### config.mk
export PLATFORM = sky130hd
export DESIGN_NAME = ascii_length_prefix_deframer
export DESIGN_NICKNAME = d
export VERILOG_FILES = /design/src/rtl/alpd_pkg.sv /design/src/rtl/alpd_core.sv /design/src/rtl/alpd_obuf.sv /design/src/rtl/ascii_length_prefix_deframer.sv
export VERILOG_INCLUDE_DIRS = /design/src /design/src/rtl
export SDC_FILE = /design/constraint.sdc
export NUM_CORES = 1
export LEC_CHECK = 0
export CAP_MARGIN = 20
export CORE_MARGIN = 2
export CORE_UTILIZATION = 30
export CTS_BUF_LIST = sky130_fd_sc_hd__clkbuf_4 sky130_fd_sc_hd__clkbuf_8
export DETAILED_ROUTE_END_ITERATION = 8
export DONT_BUFFER_PORTS = 1
export SYNTH_ARGS = -nofsm -noshare
export SYNTH_HDL_FRONTEND = slang
export SYNTH_SLANG_ARGS = --single-unit
### constraint.sdc
create_clock -name clk -period 5.9 [get_ports clk]
set_input_delay 0 -clock clk [delete_from_list [all_inputs] [get_ports clk]]
set_output_delay 0 -clock clk [all_outputs]
set_load 0.1 [all_outputs]
### src/rtl/assert_macros.svh
// Assertion macros shared by the RTL.
`ifndef ASSERT_MACROS_SVH
`define ASSERT_MACROS_SVH

`ifndef ASSERT_OFF

// Property must hold at every rising edge outside reset.
`define ASSERT_ALWAYS(lbl, clk, rst_n, prop) \
  lbl: assert property (@(posedge clk) disable iff (!rst_n) (prop)) \
    else $error("assertion failed");

// Condition must never be true at a rising edge outside reset.
`define ASSERT_NEVER(lbl, clk, rst_n, cond) \
  lbl: assert property (@(posedge clk) disable iff (!rst_n) !(cond)) \
    else $error("forbidden condition seen");

`else

`define ASSERT_ALWAYS(lbl, clk, rst_n, prop)
`define ASSERT_NEVER(lbl, clk, rst_n, cond)

`endif

`endif

### src/rtl/alpd_pkg.sv
`timescale 1ns / 1ps
`default_nettype none

package alpd_pkg;

  localparam int HeaderDigitsDefault = 4;
  localparam int LenW = 14;
  localparam logic [LenW-1:0] LenMax = 14'd9999;

  typedef enum logic [1:0] {
    PH_IDLE    = 2'd0,
    PH_HEADER  = 2'd1,
    PH_PAYLOAD = 2'd2,
    PH_DEAD    = 2'd3
  } phase_t;

  typedef struct packed {
    logic [7:0]      data;
    logic            is_header;
    logic            first;
    logic            last;
    logic [LenW-1:0] length;
    logic            err;
  } res_t;

endpackage

`default_nettype wire

### src/rtl/alpd_core.sv
`timescale 1ns / 1ps
`default_nettype none
`include "assert_macros.svh"

module alpd_core #(
  parameter int HEADER_DIGITS = alpd_pkg::HeaderDigitsDefault
) (
  input  wire logic          clk,
  input  wire logic          rst_n,
  input  wire logic          step,
  input  wire logic [7:0]    byte_in,
  output logic               res_valid,
  output alpd_pkg::res_t     res
);

  localparam int NdigInt = (HEADER_DIGITS < 1) ? 1 :
                           ((HEADER_DIGITS > 4) ? 4 : HEADER_DIGITS);
  localparam logic [2:0] Ndig = 3'(NdigInt);

  alpd_pkg::phase_t phase_r, phase_nxt;
  logic [2:0]                   pos_r, pos_nxt;
  logic [alpd_pkg::LenW-1:0]    acc_r, acc_nxt;
  logic                         ended_r, ended_nxt;
  logic [alpd_pkg::LenW-1:0]    rem_r, rem_nxt;

  logic                         is_digit;
  logic [alpd_pkg::LenW+2:0]    acc_x10;
  logic [alpd_pkg::LenW-1:0]    rem_dec;

  assign is_digit = (byte_in >= 8'h30) && (byte_in <= 8'h39);
  // acc * 10 + digit; the low nibble of an ASCII digit is its value.
  assign acc_x10  = {acc_r, 3'b000} + {2'b00, acc_r, 1'b0}
                  + {13'd0, byte_in[3:0]};
  assign rem_dec  = (rem_r != '0) ? (rem_r - 1'b1) : '0;

  always_ff @(posedge clk) begin
    if (!rst_n) begin
      phase_r <= alpd_pkg::PH_IDLE;
      pos_r   <= '0;
      acc_r   <= '0;
      ended_r <= 1'b0;
      rem_r   <= '0;
    end else begin
      phase_r <= phase_nxt;
      pos_r   <= pos_nxt;
      acc_r   <= acc_nxt;
      ended_r <= ended_nxt;
      rem_r   <= rem_nxt;
    end
  end

  always_comb begin
    phase_nxt = phase_r;
    pos_nxt   = pos_r;
    acc_nxt   = acc_r;
    ended_nxt = ended_r;
    rem_nxt   = rem_r;
    res_valid = 1'b0;
    res       = '0;
    res.data  = byte_in;
    if (step) begin
      unique case (phase_r)
        alpd_pkg::PH_IDLE: begin
          // Zero bytes between messages are dropped silently.
          if (byte_in != 8'h00) begin
            res_valid     = 1'b1;
            res.is_header = 1'b1;
            res.first     = 1'b1;
            if (!is_digit) begin
              res.err   = 1'b1;
              phase_nxt = alpd_pkg::PH_DEAD;
            end else begin
              acc_nxt   = {10'd0, byte_in[3:0]};
              ended_nxt = 1'b0;
              pos_nxt   = 3'd1;
              phase_nxt = alpd_pkg::PH_HEADER;
            end
          end
        end
        alpd_pkg::PH_HEADER: begin
          res_valid     = 1'b1;
          res.is_header = 1'b1;
          if (pos_r < Ndig) begin
            if (!ended_r && is_digit) begin
              acc_nxt = (acc_x10 > (alpd_pkg::LenW+3)'(alpd_pkg::LenMax)) ?
                        alpd_pkg::LenMax : acc_x10[alpd_pkg::LenW-1:0];
            end else begin
              ended_nxt = 1'b1;
            end
            pos_nxt = pos_r + 3'd1;
          end else begin
            // Separator byte closes the header.
            pos_nxt = '0;
            if (acc_r == '0) begin
              res.last  = 1'b1;
              phase_nxt = alpd_pkg::PH_IDLE;
            end else begin
              rem_nxt   = acc_r;
              phase_nxt = alpd_pkg::PH_PAYLOAD;
            end
          end
        end
        alpd_pkg::PH_PAYLOAD: begin
          res_valid = 1'b1;
          rem_nxt   = rem_dec;
          if (rem_dec == '0) begin
            res.last   = 1'b1;
            res.length = acc_r;
            phase_nxt  = alpd_pkg::PH_IDLE;
          end
        end
        alpd_pkg::PH_DEAD: begin
          res_valid = 1'b0;
        end
        default: begin
          res_valid = 1'b0;
        end
      endcase
    end
  end

  `ASSERT_NEVER(a_dead_silent, clk, rst_n, (phase_r == alpd_pkg::PH_DEAD) && res_valid)
  `ASSERT_ALWAYS(a_last_to_idle, clk, rst_n, (res_valid && res.last) |=> (phase_r == alpd_pkg::PH_IDLE))
  `ASSERT_ALWAYS(a_pos_range, clk, rst_n, (phase_r == alpd_pkg::PH_HEADER) |-> ((pos_r != 3'd0) && (pos_r <= Ndig)))
  `ASSERT_ALWAYS(a_err_first, clk, rst_n, (res_valid && res.err) |-> (res.first && !res.last))

endmodule

`default_nettype wire

### src/rtl/alpd_obuf.sv
`timescale 1ns / 1ps
`default_nettype none
`include "assert_macros.svh"

module alpd_obuf (
  input  wire logic           clk,
  input  wire logic           rst_n,
  input  wire logic           push,
  input  alpd_pkg::res_t      push_data,
  output logic                push_ready,
  output logic                pop_valid,
  input  wire logic           pop_ready,
  output alpd_pkg::res_t      pop_data
);

  // Two entries let the core keep running while one result waits.
  alpd_pkg::res_t mem_r [2];
  logic           wr_ptr_r, rd_ptr_r;
  logic [1:0]     cnt_r, cnt_nxt;
  logic           do_push, do_pop;

  assign push_ready = (cnt_r != 2'd2);
  assign pop_valid  = (cnt_r != 2'd0);
  assign pop_data   = mem_r[rd_ptr_r];
  assign do_push    = push && push_ready;
  assign do_pop     = pop_valid && pop_ready;

  always_comb begin
    cnt_nxt = cnt_r;
    if (do_push && !do_pop) begin
      cnt_nxt = cnt_r + 2'd1;
    end else if (do_pop && !do_push) begin
      cnt_nxt = cnt_r - 2'd1;
    end
  end

  always_ff @(posedge clk) begin
    if (!rst_n) begin
      wr_ptr_r <= 1'b0;
      rd_ptr_r <= 1'b0;
      cnt_r    <= 2'd0;
    end else begin
      cnt_r <= cnt_nxt;
      if (do_push) begin
        wr_ptr_r <= ~wr_ptr_r;
      end
      if (do_pop) begin
        rd_ptr_r <= ~rd_ptr_r;
      end
    end
  end

  always_ff @(posedge clk) begin
    if (do_push) begin
      mem_r[wr_ptr_r] <= push_data;
    end
  end

  `ASSERT_NEVER(a_cnt_range, clk, rst_n, cnt_r == 2'd3)
  `ASSERT_NEVER(a_push_full, clk, rst_n, push && (cnt_r == 2'd2))
  `ASSERT_ALWAYS(a_ptr_track, clk, rst_n, (cnt_r == 2'd0 || cnt_r == 2'd2) |-> (wr_ptr_r == rd_ptr_r))

endmodule

`default_nettype wire

### src/rtl/ascii_length_prefix_deframer.sv
`timescale 1ns / 1ps
`default_nettype none

// Deframer for length-prefixed ASCII messages. It takes one byte per clock
// while the output buffer has room: each byte passes through an input
// register, one update of the framing state machine, and a two-entry output
// buffer, which presents its result. Every header, separator and payload
// byte comes out once, marked as header or payload and as first or last of
// its message; the last beat carries the parsed length (clamped to 9999).
// Zero bytes between messages are consumed with no result. A header that
// does not start with a digit yields one beat with out_header_error set,
// after which all input is consumed and dropped until reset. No setup time
// is needed after reset.
module ascii_length_prefix_deframer #(
  parameter int HEADER_DIGITS = alpd_pkg::HeaderDigitsDefault
) (
  input  wire logic                         clk,
  input  wire logic                         rst_n,
  input  wire logic                         in_valid,
  output logic                              in_ready,
  input  wire logic [7:0]                   in_data_in,
  output logic                              out_valid,
  input  wire logic                         out_ready,
  output logic [7:0]                        out_data_out,
  output logic                              out_is_header,
  output logic                              out_msg_first,
  output logic                              out_msg_last,
  output logic [alpd_pkg::LenW-1:0]         out_msg_length,
  output logic                              out_header_error
);

  logic           s_valid_r;
  logic [7:0]     s_data_r;
  logic           buf_ready;
  logic           step;
  logic           res_valid;
  alpd_pkg::res_t res;
  alpd_pkg::res_t head;

  assign step     = s_valid_r && buf_ready;
  assign in_ready = !s_valid_r || buf_ready;

  always_ff @(posedge clk) begin
    if (!rst_n) begin
      s_valid_r <= 1'b0;
    end else if (in_ready) begin
      s_valid_r <= in_valid;
    end
  end

  always_ff @(posedge clk) begin
    if (in_valid && in_ready) begin
      s_data_r <= in_data_in;
    end
  end

  alpd_core #(
    .HEADER_DIGITS(HEADER_DIGITS)
  ) u_core (
    .clk       (clk),
    .rst_n     (rst_n),
    .step      (step),
    .byte_in   (s_data_r),
    .res_valid (res_valid),
    .res       (res)
  );

  alpd_obuf u_obuf (
    .clk        (clk),
    .rst_n      (rst_n),
    .push       (res_valid),
    .push_data  (res),
    .push_ready (buf_ready),
    .pop_valid  (out_valid),
    .pop_ready  (out_ready),
    .pop_data   (head)
  );

  assign out_data_out     = head.data;
  assign out_is_header    = head.is_header;
  assign out_msg_first    = head.first;
  assign out_msg_last     = head.last;
  assign out_msg_length   = head.length;
  assign out_header_error = head.err;

endmodule

`default_nettype wire
# --- After elaboration in Yosys (flattened, before gate mapping) ---
# Memories as Yosys holds them, arrays and structs flattened. A register that Yosys moved wholly into a read port is not among the register bits.
# Cells that the tools add are included.
word_totals:
  in_bits: 12
  out_inout_bits: 28
  mem_count: 1
  ramBits: 52
  wordCells: 110
  ff_bits: 47
mem_list:
  columns: ["memory", "depth", "word_bits", "read_ports", "rd_clocked_by_memory_dff", "wr", "line_no", "rtl"]
  rows:
  - ["u_obuf.mem_r", 2, 26, 1, 1, 1, "alpd_obuf.sv:17", "alpd_pkg::res_t mem_r [2];"]
classes:
  n_lt_le_gt_ge: 4
  bitwise: 2
  reduce_logical: 29
  addsub: 6
  eq_ne: 12
  n_mux: 46
ops:
  columns: ["op", "n"]
  rows:
  - ["14-bit 2-to-1 mux", 9]
  - ["14-bit case mux with 2 select lines", 2]
  - ["14-bit zero test", 2]
  - ["18-bit 2-to-1 mux", 1]
  - ["17-bit by 15-bit adder with 17-bit output", 1]
  - ["17-bit by 4-bit adder with 17-bit output", 1]
  - ["17-bit by 14-bit > comparator with 1-bit output (second input constant)", 1]
  - ["1-bit 2-to-1 mux", 16]
  - ["2-bit 2-to-1 mux", 8]
  - ["15-bit 2-to-1 mux", 1]
  - ["14-bit nonzero test", 1]
  - ["14-bit by 1-bit subtractor with 14-bit output (second input constant)", 1]
  - ["6-bit AND reduction", 2]
  - ["2-bit by 1-bit != test with 1-bit output (second input constant)", 5]
  - ["3-bit 2-to-1 mux", 3]
  - ["8-bit by 6-bit >= comparator with 1-bit output (second input constant)", 1]
  - ["8-bit by 6-bit <= comparator with 1-bit output (second input constant)", 1]
  - ["1-bit logical AND", 8]
  - ["2-bit != test (second input constant)", 4]
  - ["4-bit AND reduction", 2]
  - ["2-bit nonzero test", 4]
  - ["8-bit nonzero test", 1]
  - ["1-bit case mux with 2 select lines", 3]
  - ["2-bit case mux with 3 select lines", 1]
  - ["15 further kinds", 20]

# --- Logic depth before layout (Yosys ltp) ---
# Gate-level depths: netlist of run 1.
logic_depth:
  word_depth: 9
  depth_mapped: 13
  mapped_depth_nobuf: 12

# --- Cells and area by module ---
# Synthesis of run 1 repeated with hierarchy kept, for this count alone.
unflattened:
  cells_unflattened: 513
  hier_area_um2: 5641.7
by_module_without_submodules:
  columns: ["mod", "cells_per_inst", "instances", "area_each_um2"]
  rows:
  - ["alpd_core", 394, 1, 3224.3]
  - ["alpd_obuf", 105, 1, 2112.0]
  - ["ascii_length_prefix_deframer", 14, 1, 305.3]

# --- Worst setup path before layout of run 1 ---
# OpenSTA, ideal clock, no wires.
synth_timing:
  path_type: "register to register"
  start: "register s_data_r[3]"
  end: "register u_core.acc_r[10] (netlist name)"
  setup_ps: 116
  required_time_ps: 5784
  setup_slack_ps: 2362
  synth_period_minus_slack_ps: 3538
  path_stages_with_launch: 14
  arrival_ps: 3422
  path_cell_list: "edfxtp_1 > inv_1 > fa_1 > inv_1 > ha_1 > a211oi_1 > o21ai_0 > a32o_1 > a221oi_1 > xor2_1 > o211a_1 > clkbuf_1 > a31oi_1 > a31o_2"
synth_between:
  elab_chain_len: 6
synth_rtl:
  columns: ["element", "line_no", "rtl"]
  rows:
  - ["from (decl)", "ascii_length_prefix_deframer.sv:33", "logic [7:0] s_data_r;"]
  - ["from (signal assigned)", "ascii_length_prefix_deframer.sv:53", "s_data_r <= in_data_in;"]
  - ["17-bit by 4-bit adder with 17-bit output", "alpd_core.sv:33", "+ {13'd0, byte_in[3:0]};"]
  - ["17-bit by 14-bit > comparator with 1-bit output", "alpd_core.sv:85", "acc_nxt = (acc_x10 > (alpd_pkg::LenW+3)'(alpd_pkg::LenMax)) ?"]
  - ["14-bit 2-to-1 mux", "alpd_core.sv:85", null]
  - ["14-bit 2-to-1 mux", "alpd_core.sv:84", "if (!ended_r && is_digit) begin"]
  - ["14-bit 2-to-1 mux", "alpd_core.sv:83", "if (pos_r < Ndig) begin"]
  - ["14-bit case mux with 2 select lines", "alpd_core.sv:62", "unique case (phase_r)"]
  - ["to (signal assigned)", "alpd_core.sv:46", "acc_r <= acc_nxt;"]
  - ["to (decl)", "alpd_core.sv:22", "logic [alpd_pkg::LenW-1:0] acc_r, acc_nxt;"]
# Parallel ways exist; a longest one is shown, timed or not. The select of a mux whose other input is x is not followed.
# A chain may end at the register's enable or synchronous reset.

# --- Worst setup path in the final report of run 1 ---
layout_timing:
  start: "register s_data_r[3]"
  end: "register u_core.acc_r[1] (netlist name)"
# Same word-level chain as after synthesis.

==> results of run 1 <==
[where the power goes]
part | switching, W | internal [W] | total, W
combinational | 0.000834 | 0.000249 | 0.00108
clock | 0.000250 | 0.000203 | 0.000453
sequential | 0.0000590 | 0.000838 | 0.000897
total | 0.00114 | 0.00129 | 0.00243
[cell usage after synthesis (17+ instances only)]
cell      instances  area [um^2]
nand2_1          35        131.4
dfxtp_1          40        800.8
inv_1            29        108.9
edfxtp_1         60         1802
clkbuf_1         20        75.07
ha_1             33        412.9
mux2_2           28        315.3
nor2_1           40        150.1
a21oi_1          36        180.2
and2_1           17        106.4
o21ai_0          23        115.1
[cells by family after synthesis]
group / Yosys count / synth area share (%)
DFF: 100 / 47.75
xor gates and xnor gates: 19 / 3.053
muxes: 34 / 6.887
and+or+nand+nor: 168 / 16.18
AOI/OAI and AO/OA: 115 / 14.14
buffers and inverters: 51 / 3.673
adders and majority gates: 35 / 8.310
[worst max path at each step]
stage | from | end | slack [ns] | cells past startpoint
6_report | s_data_r[3] | u_core.acc_r[1] | 2.00 | 12
5_1_grt | s_data_r[3] | u_core.acc_r[1] | 1.72 | 12
4_1_cts | s_data_r[3] | u_core.acc_r[1] | 2.01 | 12
3_5_place_dp | s_data_r[3] | u_core.acc_r[1] | 2.04 | 12
3_3_place_gp | s_data_r[3] | u_core.acc_r[1] | 2.15 | 12
2_1_floorplan | s_data_r[3] | u_core.acc_r[10] | 2.36 | 13
[state kept, by name (all words and copies together), names as in the netlist, named ones only]
signal / flops
u_core.pos_r: 3
u_obuf.mem_r: 52
s_valid_r: 1
u_core.rem_r: 14
u_obuf.cnt_r: 2
u_core.ended_r: 1
u_obuf.rd_ptr_r: 1
u_core.phase_r: 2
s_data_r: 8
u_obuf.wr_ptr_r: 1
u_core.acc_r: 14
[layout by cell type (no fill, tap or decap), drive strengths merged, types with 13 or more instances in the layout]
cell type	netlist	routed
nor3	13	13
mux2	28	28
a21oi	36	36
nor2	40	40
dfxtp	40	40
edfxtp	60	60
o21ai	23	23
and2	17	17
inv	29	33
nand2	35	35
ha	33	33
[through the flow]
stage	instances	util, %
after floorplan	522	-
after global placement	732	31.67
after detailed placement	733	31.76
after CTS	760	33.51
after global routing	763	33.81
final	763	33.81
[final cells by class]
type	instances	area (um^2)	share of cell area (%)
multi-input combinational	371	2650	43.79
sequential	100	2603	43.00
tap	229	286.5	4.734
timing repair buffer	18	200.2	3.308
clock buffer	9	123.9	2.047
inverter	29	108.9	1.799
clock inverter	7	80.08	1.323
[worst register-to-register path: cells and delay by family (launching register included)]
| kind | cells | cell delay [ns] |
|---|---|---|
| buf+inv | 2 | 0.16 |
| simple gates | 1 | 0.19 |
| compound gates | 6 | 1.92 |
| flops | 1 | 0.41 |
| fa+ha+maj | 2 | 0.89 |
| xor+xnor | 1 | 0.22 |
[repair_timing]
| action | CTS | global route |
|---|---|---|
| endpoints found under the setup margin | 0 | 0 |
| endpoints found under the hold margin | 21 | 5 |
| hold buffers | 11 | 1 |
[per-layer routing]
layer | wire length [um] | part of all wire [%] | GRT usage, %
met2 | 5785 | 48 | 20.85
met3 | 433 | 3.6 | 2.417
met5 | 0 | 0 | 0
met4 | 131 | 1.1 | 3.137
met1 | 5695 | 47 | 16.67
==> out/qor.txt, run 1 <==
======================================================================================================
Seq/Total Area, Yosys                                                                           47.75%
Site row count                                                                                      49
Crit path cell chain                                                                      inv_1, fa_1, inv_1, ha_1, a211oi_1, o21ai_0, a32o_1, a221oi_1, xor2_1, o211a_1, nand4b_1, a32o_1
Fillcell total                                                                                    1798
Max-Slew Margin vs Limit                                                                        40.15%
Post-route clock period utilization                                                             66.05%
TritonCTS clock tree                                                                               yes
Hold Crit Start                                                                               in_valid
First DRT Iteration DRCs                                                                           316
Maximum clock skew at final layout                                                          0.01401 ns
Maximum clock frequency                                                                      256.6 MHz
H-tree depth reported by CTS                                                                         3
Number of buffers between clock root and the deepest sink                                            2
Clock Root Buffer                                                                             clkbuf_8
Critical path arrival                                                                          4.18 ns
Total count of hold-check failures in the final report                                               0
Standard cell with the maximum stage delay on the critical path                                   fa_1
Num Clock Sinks                                                                                    100
Global routing usage summed across all routing layers                                           12.47%
Number of enable-type register cells in the synthesized netlist                                     60
First-pass DRT Iterations                                                                            5
Largest net degree at the start of global routing                                                   34
Layout cells sized above 1                                                                      11.24%
Worst-case vdd ir drop                                                                     0.0003245 V
Largest fanout on the critical path                                                                 13
Yosys synthesis warning count                                                                        0
Async set or reset register ratio after synthesis                                                   0%
Cells after synthesis                                                                              522
Vias per Instance                                                                                5.245
Static leakage                                                                                2.248 nW
Hold crit path type                                                                             in2reg
Most frequently used flop master after synthesis                                              edfxtp_1
Overall via count from detail_route                                                               4002
Final max-slew violation count                                                                       0
Area of the core                                                                            17900 um^2
Critical Path End Type                                                                        register
First-pass GRT wire length                                                                    19900 um
Origin of the critical flop-to-flop path                                                   s_data_r[3]
Antenna violations before repair                                                                     0
IO Port Bufs                                                                                         0
Final count of negative-setup-slack endpoints                                                        0
Depth of the worst hold-timing path                                                                  1
Starting utilization of the core area                                                           30.44%
Aggregate global routing overflow                                                                    0
Via count of the first global-routing pass                                                        3983
Post-Synthesis Cell Area                                                                     5450 um^2
X dimension of the die                                                                        138.8 um
Mean area per synthesized cell                                                              10.44 um^2
Type of origin of the critical path                                                           register
Total wirelength of the detailed-routed design                                                12050 um
Required time worst endpoint                                                                   6.18 ns
Per-cell routed wire length                                                                   15.79 um
Worst r2r dst                                                                             u_core.acc_r[1]
Power consumption                                                                           0.002433 W
Endpoint, Worst Hold                                                                       s_data_r[7]
Cell family with most CP delay                                                            compound AO/OA/AOI/OAI gates
Number of remaining DRC errors                                                                       0
Count of boundary I/O pins                                                                          40
Worst setup slack for register-to-register paths                                               2.00 ns
Number of nets produced by synthesis                                                               569
Remaining antenna violation count                                                                    0
Half-perimeter wire length after detailed placement                                            8638 um
Status                                                                                    complete, no violations
Growth of design area from synthesis to finish                                                  11.04%
Number of cells traversed by the worst register-to-register path                                    12
WHS                                                                                         0.08922 ns
Vertical die dimension                                                                        138.8 um
Transition time of the tightest slew-check pin                                               0.8977 ns
Post-synthesis sequential element count                                                            100
Die area                                                                                    19260 um^2
Power per cell area                                                                       401.9 nW/um^2
Clock transition at the register clock pins on the worst setup and hold paths after CTS        0.10 ns
Final layout net count                                                                             576
Last weighted congestion value of the routability-driven placer                                 0.8499
Minimum setup slack in the final design                                                       2.003 ns
Setup tns final                                                                                   0 ns
Unrepaired setup endpoints after global routing                                                  false
Max stage delay on crit path                                                                   0.61 ns
Clk_lat worst skew                                                                             0.38 ns
Final critical delay including setup and external delays                                      3.897 ns
CP bufs+invs                                                                                         2
Setup slack at placement                                                                      2.037 ns
Setup repair bufs after CTS                                                                          0
Number of violations of the max-capacitance limit                                                    0
Synth cell types                                                                                    60
Cts bufs inserted                                                                                    9
Critical setup path kind                                                                       reg2reg
Number of antenna cells inserted                                                                     0
Resize count post-CTS                                                                                0
Final instance area                                                                          6052 um^2
Placed Instance Area                                                                         5685 um^2
======================================================================================================
(Power assumes the default switching activity.)
==> run 2: changes to the inputs <==
--- a/config.mk
+++ b/config.mk
@@ -6,6 +6,7 @@
 export SDC_FILE = /design/constraint.sdc
 export NUM_CORES = 1
 export LEC_CHECK = 0
+export ABC_AREA = 1
 export CAP_MARGIN = 20
 export CORE_MARGIN = 2
 export CORE_UTILIZATION = 30
==> constraint.sdc (replaced) <==
create_clock -name clk -period 3.4 [get_ports clk]
set_input_delay 0 -clock clk [delete_from_list [all_inputs] [get_ports clk]]
set_output_delay 0 -clock clk [all_outputs]
set_load 0.1 [all_outputs]
==> out/qor.txt, run 2 <==
======================================================================================================
Status                                                                                    complete, no violations
Setup repair bufs after CTS                                                                          0   unchanged
Mean area per synthesized cell                                                              8.374 um^2   -20%
Vias per Instance                                                                                4.586   -13%
Power per cell area                                                                       712.9 nW/um^2   +77%
Top library cells by usage in the layout, fill and taps aside                             151 x nand2_1, 92 x inv_1, 60 x nand3_1, 60 x edfxtp_1, 59 x a21oi_1
Per-cell routed wire length                                                                   13.26 um   -16%
Half-perimeter wire length after detailed placement                                            9548 um   +11%
Worst-case vdd ir drop                                                                     0.0002285 V   -30%
Hold crit path type                                                                             in2reg
Final count of negative-setup-slack endpoints                                                        0   unchanged
Type of origin of the critical path                                                           register
IO Port Bufs                                                                                         0   unchanged
Number of buffers between clock root and the deepest sink                                            2   unchanged
Worst r2r dst                                                                             u_core.acc_r[1]
Origin of the critical flop-to-flop path                                                   s_data_r[3]
Final Instance Count excl. Fillers                                                                 973   +28%
Antenna violations before repair                                                                     0   unchanged
Largest fanout on the critical path                                                                 11   -2
Worst setup slack for register-to-register paths                                               0.50 ns   -1.51 ns
Largest net degree at the start of global routing                                                   28   -18%
Post-Synthesis Cell Area                                                                     5778 um^2   +6.0%
First-pass GRT wire length                                                                    21070 um   +5.9%
Seq/Total Area, Yosys                                                                           45.04%   -2.7 points
Post-route clock period utilization                                                             85.42%   +19 points
Last weighted congestion value of the routability-driven placer                                 0.8835   +4.0%
Critical setup path kind                                                                       reg2reg
Leading post-synthesis cells by cell area                                                 edfxtp_1 31%, dfxtp_1 14%, nand2_1 9.8%
Setup tns final                                                                                   0 ns   unchanged
Total wirelength of the detailed-routed design                                                12910 um   +7.1%
Clock Root Buffer                                                                             clkbuf_8
Placed instance count                                                                              946   +29%
Critical path arrival                                                                          3.18 ns   -1.00 ns
Final max-slew violation count                                                                       0   unchanged
Most frequently used flop master after synthesis                                              edfxtp_1
Critical Path End Type                                                                        register
Number of violations of the max-capacitance limit                                                    0   unchanged
Starting utilization of the core area                                                           30.68%   +0.24 points
Cts bufs inserted                                                                                    9   unchanged
Overall via count from detail_route                                                               4462   +11%
Required time worst endpoint                                                                   3.67 ns   -2.51 ns
Site row count                                                                                      50   +2.0%
X dimension of the die                                                                        142.8 um   +2.9%
Via count of the first global-routing pass                                                        4304   +8.1%
Yosys top cell area share                                                                       31.18%   -1.9 points
Aggregate global routing overflow                                                                    0   unchanged
Num Clock Sinks                                                                                    100   unchanged
H-tree depth reported by CTS                                                                         3   unchanged
TritonCTS clock tree                                                                               yes
Post-synthesis sequential element count                                                            100   unchanged
Remaining antenna violation count                                                                    0   unchanged
Layout cells sized above 1                                                                      11.36%   +0.12 points
Register name with the most flops                                                         u_obuf.mem_r
Total count of hold-check failures in the final report                                               0   unchanged
Number of remaining DRC errors                                                                       0   unchanged
Most frequent cell after synthesis                                                             nand2_1
First-pass DRT Iterations                                                                            5   unchanged
Growth of design area from synthesis to finish                                                  10.76%
Static leakage                                                                                2.735 nW   +22%
Unrepaired setup endpoints after global routing                                                  false
Die area                                                                                    20390 um^2   +5.8%
Most frequent standard cell in the layout excluding fill and tap cells                         nand2_1
Area of the core                                                                            18830 um^2   +5.2%
Startpoint of the worst setup timing path                                                  s_data_r[3]
Number of enable-type register cells in the synthesized netlist                                     60   unchanged
Max-Slew Margin vs Limit                                                                        51.29%   +11 points
Final critical delay including setup and external delays                                      2.904 ns   -0.9922 ns
Transition time of the tightest slew-check pin                                               0.7283 ns   -0.1694 ns
Clock transition at the register clock pins on the worst setup and hold paths after CTS        0.10 ns   about the same
Number of antenna cells inserted                                                                     0   unchanged
Global routing usage summed across all routing layers                                           13.06%   +0.60 points
Synth cell types                                                                                    36   -40%
Maximum clock skew at final layout                                                          0.01384 ns   -0.0001623 ns
Number of cells traversed by the worst register-to-register path                                    18   +6
Count of boundary I/O pins                                                                          40   unchanged
Maximum clock frequency                                                                      344.3 MHz   +34%
Flip-flop count of the largest register after layout                                                52   unchanged
Dominant cell type by area after synthesis                                                    edfxtp_1
First DRT Iteration DRCs                                                                           278   -12%
Final layout net count                                                                             755   +31%
Async set or reset register ratio after synthesis                                                   0%   unchanged
Most used standard cells in the synthesized netlist                                       151 x nand2_1, 92 x inv_1, 60 x edfxtp_1, 60 x nand3_1, 59 x a21oi_1
Yosys synthesis warning count                                                                        0   unchanged
Vertical die dimension                                                                        142.8 um   +2.9%
Clk_lat worst skew                                                                             0.37 ns   about the same
Cells after synthesis                                                                              690   +32%
Capturing element of the worst setup path                                                 u_core.acc_r[1]
Biggest regs                                                                              u_obuf.mem_r x52, u_core.acc_r x14, u_core.rem_r x14
Number of nets produced by synthesis                                                               737   +30%
======================================================================================================
[run 2: worst min-delay path by stage]
stage                     slack, ns     startpoint                to  cells past startpoint
after detailed placement        0.1  in_data_in[1]       s_data_r[1]                      0
after global routing           0.09          rst_n  u_core.acc_r[13]                      2
final                          0.05          rst_n   u_core.acc_r[8]                      2
after CTS                      0.06          rst_n   u_core.acc_r[9]                      2
after floorplan                 0.1  in_data_in[0]       s_data_r[0]                      0
after global placement          0.1  in_data_in[1]       s_data_r[1]                      0
[run 2: worst max-delay path, cell delays in order (launching register included)]
cell and delay, ns:
edfxtp_1 0.40, inv_1 0.10, fa_1 0.54, fa_1 0.46
inv_1 0.10, nand2_1 0.07, nand2_1 0.08, nand3_1 0.08
nand2_1 0.09, nand3_1 0.08, nand3_1 0.10, nand2_1 0.05
nor2_1 0.09, buf_4 0.17, nand2_1 0.07, nand2_1 0.12
nand3_1 0.09, nand2_1 0.06, inv_1 0.03
[run 2: cell families after synthesis]
family	count (synthesis)	synth area share [%]
fa+ha+maj	35	7.839
xor+xnor	7	1.061
flops	100	45.04
mux	27	5.240
simple gates	318	24.84
buf+inv	112	7.730
compound gates	91	8.250
[run 2: metal layers]
metal,share of wire [%],up-vias,track usage [%]
met3,3.0,14,2.180
met5,0,-,0
met2,47,70,22.39
met1,48,2034,16.91
met4,1.5,0,3.908
li1,-,2344,-
[run 2: timing repair]
item                      in CTS  in global routing
resized for setup              0                  0
hold buffers                  11                  0
hold endpoints to repair      32                  0
[run 2: where the power goes]
group / total, W / switching, W / internal [W] / leakage (nW)
Combinational: 0.00232 / 0.00179 / 0.000531 / 1.75
Clock: 0.000703 / 0.000431 / 0.000272 / 0.0894
Sequential: 0.00154 / 0.0000836 / 0.00146 / 0.892
Total: 0.00456 / 0.00230 / 0.00226 / 2.74
[run 2: per-stage QoR]
step                worst slack, ns  power [W]  util (%)  hold slack, ns  instance area, um^2
finish                       0.4956   0.004563     33.99         0.04737                 6400
global route                 0.2052   0.004828     33.99         0.09165                 6400
CTS                          0.4833   0.004576     33.99         0.05513                 6400
detailed placement           0.5250   0.003871     32.48         0.09891                 6116
global placement             0.5691   0.003869     32.48         0.09892                 6116
floorplan                    0.8379   0.003584         -         0.09887                 5778
[run 2: final cells by class]
type	count	area, um^2
fillers	1951	12430
multi-input cells	478	2734
flip-flops and latches	100	2603
inverters	95	356.6
well taps	260	325.3
repair buffers	24	207.7
clock buffers	9	123.9
clock inverters	7	50.05
==> run 3: changes to the inputs <==
--- a/config.mk
+++ b/config.mk
@@ -10,7 +10,6 @@
 export CAP_MARGIN = 20
 export CORE_MARGIN = 2
 export CORE_UTILIZATION = 30
-export CTS_BUF_LIST = sky130_fd_sc_hd__clkbuf_4 sky130_fd_sc_hd__clkbuf_8
 export DETAILED_ROUTE_END_ITERATION = 8
 export DONT_BUFFER_PORTS = 1
 export SYNTH_ARGS = -nofsm -noshare
==> constraint.sdc (replaced) <==
create_clock -name clk -period 3.4 [get_ports clk]
set_input_delay 0.34 -clock clk [delete_from_list [all_inputs] [get_ports clk]]
set_output_delay 0.34 -clock clk [all_outputs]
set_load 0.1 [all_outputs]
==> out/qor.txt, run 3 (synthesis gave the netlist of run 2 again) <==
======================================================================================================
IO Port Bufs                                                                                         0   unchanged
Wire length the detailed router placed on met1                                                 6086 um   -2.0%
Hold crit path type                                                                             in2reg
Vias per Instance                                                                                4.717   +2.9%
Overall via count from detail_route                                                               4547   +1.9%
Clock transition at the register clock pins on the worst setup and hold paths after CTS        0.07 ns   -0.03 ns
Fillcell total                                                                                    1932   -0.97%
TritonCTS clock tree                                                                               yes
Power per cell area                                                                       763.5 nW/um^2   +7.1%
Register name with the most flops                                                         u_obuf.mem_r
Number of buffers between clock root and the deepest sink                                            2   unchanged
Largest fanout on the critical path                                                                  7   -4
Aggregate global routing overflow                                                                    0   unchanged
Antenna violations before repair                                                                     0   unchanged
Cts bufs inserted                                                                                    9   unchanged
Via count of the first global-routing pass                                                        4381   +1.8%
Cell family with most CP delay                                                            simple AND/OR/NAND/NOR gates
Worst-case vdd ir drop                                                                     0.0002594 V   +14%
Num Clock Sinks                                                                                    100   unchanged
Post-route clock period utilization                                                             86.17%   +0.74 points
Remaining antenna violation count                                                                    0   unchanged
Site row count                                                                                      50   unchanged
Static leakage                                                                                2.765 nW   +1.1%
Final count of negative-setup-slack endpoints                                                        0   unchanged
Type of origin of the critical path                                                           register
Most frequent standard cell in the layout excluding fill and tap cells                         nand2_1
Per-cell routed wire length                                                                   13.10 um   -1.2%
Unrepaired setup endpoints after global routing                                                  false
Final max-slew violation count                                                                       0   unchanged
Max-Slew Margin vs Limit                                                                        57.56%   +6.3 points
Placed instance count                                                                              948   +0.21%
Critical path arrival                                                                          3.18 ns   about the same
Max stage delay on crit path                                                                   0.52 ns   -0.02 ns
Crit path cell chain                                                                      inv_1, fa_1, fa_1, inv_1, nand2_1, nand2_1, nand3_1, nand2_1, nand3_1, nand3_1, nand2_1, nor2_2, nand2_1, nand2_1, nand3_1, nand2_1, inv_1
Status                                                                                    complete, no violations
Setup tns final                                                                                   0 ns   unchanged
Maximum clock skew at final layout                                                         0.009648 ns   -0.004195 ns
First DRT Iteration DRCs                                                                           286   +2.9%
CP bufs+invs                                                                                         3   -1
Clock Root Buffer                                                                            clkbuf_16
Count of boundary I/O pins                                                                          40   unchanged
Flip-flop count of the largest register after layout                                                52   unchanged
Post-cts hold buffer count                                                                           0   -11
Number of remaining DRC errors                                                                       0   unchanged
X dimension of the die                                                                        142.8 um   unchanged
Uppermost layer routed                                                                            met4
DR WL met3                                                                                      503 um   +32%
Final critical delay including setup and external delays                                      2.930 ns   +0.02520 ns
Top library cells by usage in the layout, fill and taps aside                             151 x nand2_1, 92 x inv_1, 60 x nand3_1, 60 x edfxtp_1, 59 x a21oi_1
Vertical die dimension                                                                        142.8 um   unchanged
WHS                                                                                         0.08444 ns   +0.03707 ns
Die area                                                                                    20390 um^2   unchanged
Maximum clock frequency                                                                      341.3 MHz   -0.86%
Number of antenna cells inserted                                                                     0   unchanged
Final layout net count                                                                             746   -1.2%
Total count of hold-check failures in the final report                                               0   unchanged
Half-perimeter wire length after detailed placement                                            9475 um   -0.76%
Growth of design area from synthesis to finish                                                  11.61%
Transition time of the tightest slew-check pin                                               0.6332 ns   -0.09511 ns
Final Instance Count excl. Fillers                                                                 964   -0.92%
Number of violations of the max-capacitance limit                                                    0   unchanged
Critical Path End Type                                                                        register
H-tree depth reported by CTS                                                                         3   unchanged
Global routing usage summed across all routing layers                                           12.92%   -0.15 points
Met2 wirelength from detailed routing                                                          5871 um   -4.1%
Total wirelength of the detailed-routed design                                                12630 um   -2.1%
Area of the core                                                                            18830 um^2   unchanged
Required time worst endpoint                                                                   3.65 ns   -0.02 ns
Starting utilization of the core area                                                           30.68%   unchanged
Cell with the most instances on the worst path                                                 nand2_1
Largest net degree at the start of global routing                                                   28   unchanged
Critical setup path kind                                                                       reg2reg
Biggest regs                                                                              u_obuf.mem_r x52, u_core.acc_r x14, u_core.rem_r x14
Layout cells sized above 1                                                                      11.79%   +0.43 points
First-pass DRT Iterations                                                                            5   unchanged
First-pass GRT wire length                                                                    21180 um   +0.53%
Standard cell with the maximum stage delay on the critical path                                   fa_1
Last weighted congestion value of the routability-driven placer                                 0.8976   +1.6%
Clk_lat worst skew                                                                             0.35 ns   -0.02 ns
======================================================================================================
## run 3: cell count changes in the layout (fill, tap and decap cells not counted), sizes merged
cell,delta
dlygate4sd3,-11
inv,-2
buf,+2
bufinv,+2
clkinvlp,-1
clkbuf,+1
## run 3: per-layer routing
metal	GRT usage, %	vias to the layer above
li1	-	2329
met1	16.96	2121
met2	21.74	84
met3	2.347	13
met4	3.804	0
met5	0	-
## run 3: final timing paths
kind	slack, ns	cells past startpoint	end	from
worst max register to register	0.47	17	u_core.acc_r[1]	u_core.acc_r[0]
worst max-delay path	0.47	17	u_core.acc_r[1]	u_core.acc_r[0]
worst min register to register	0.48	2	u_core.pos_r[1]	u_core.pos_r[1]
worst min-delay path	0.08	0	s_data_r[1]	in_data_in[1]
## run 3: metrics by stage
stage          setup slack, ns  cell area [um^2]  total power (W)  util, %
2_1_floorplan           0.8379              5778         0.003584        -
3_3_place_gp            0.3951              6131         0.003867    32.56
4_1_cts                 0.3312              6446         0.004954    34.23
3_5_place_dp            0.3550              6131         0.003869    32.56
5_1_grt                 0.1277              6449         0.005216    34.25
6_report                0.4704              6449         0.004924    34.25
## run 3: timing repair
item,CTS,global route
endpoints found under the setup margin,0,1
buffers inserted,0,0
gates resized for setup,0,1
## run 3: report_power, final
group / internal (W) / switching, W
Sequential: 0.00146 / 0.0000997
Clock: 0.000645 / 0.000439
Combinational: 0.000524 / 0.00176
## run 3: worst register-to-register path, delay by kind of cell (launching register included)
family        cells  cell delay [ns]
flops             1             0.38
fa+ha+maj         2             0.98
simple gates     12             1.21
buf+inv           3             0.25
## run 3: layout make-up
| type | count | area (um^2) | share of cell area, % |
|---|---|---|---|
| Multi-Input combinational cell | 478 | 2736 | 42.43 |
| Sequential cell | 100 | 2603 | 40.36 |
| Inverter | 95 | 356.6 | 5.530 |
| Tap cell | 260 | 325.3 | 5.045 |
| Clock buffer | 10 | 229.0 | 3.551 |
| Timing Repair Buffer | 15 | 112.6 | 1.746 |
| Clock inverter | 6 | 86.33 | 1.339 |
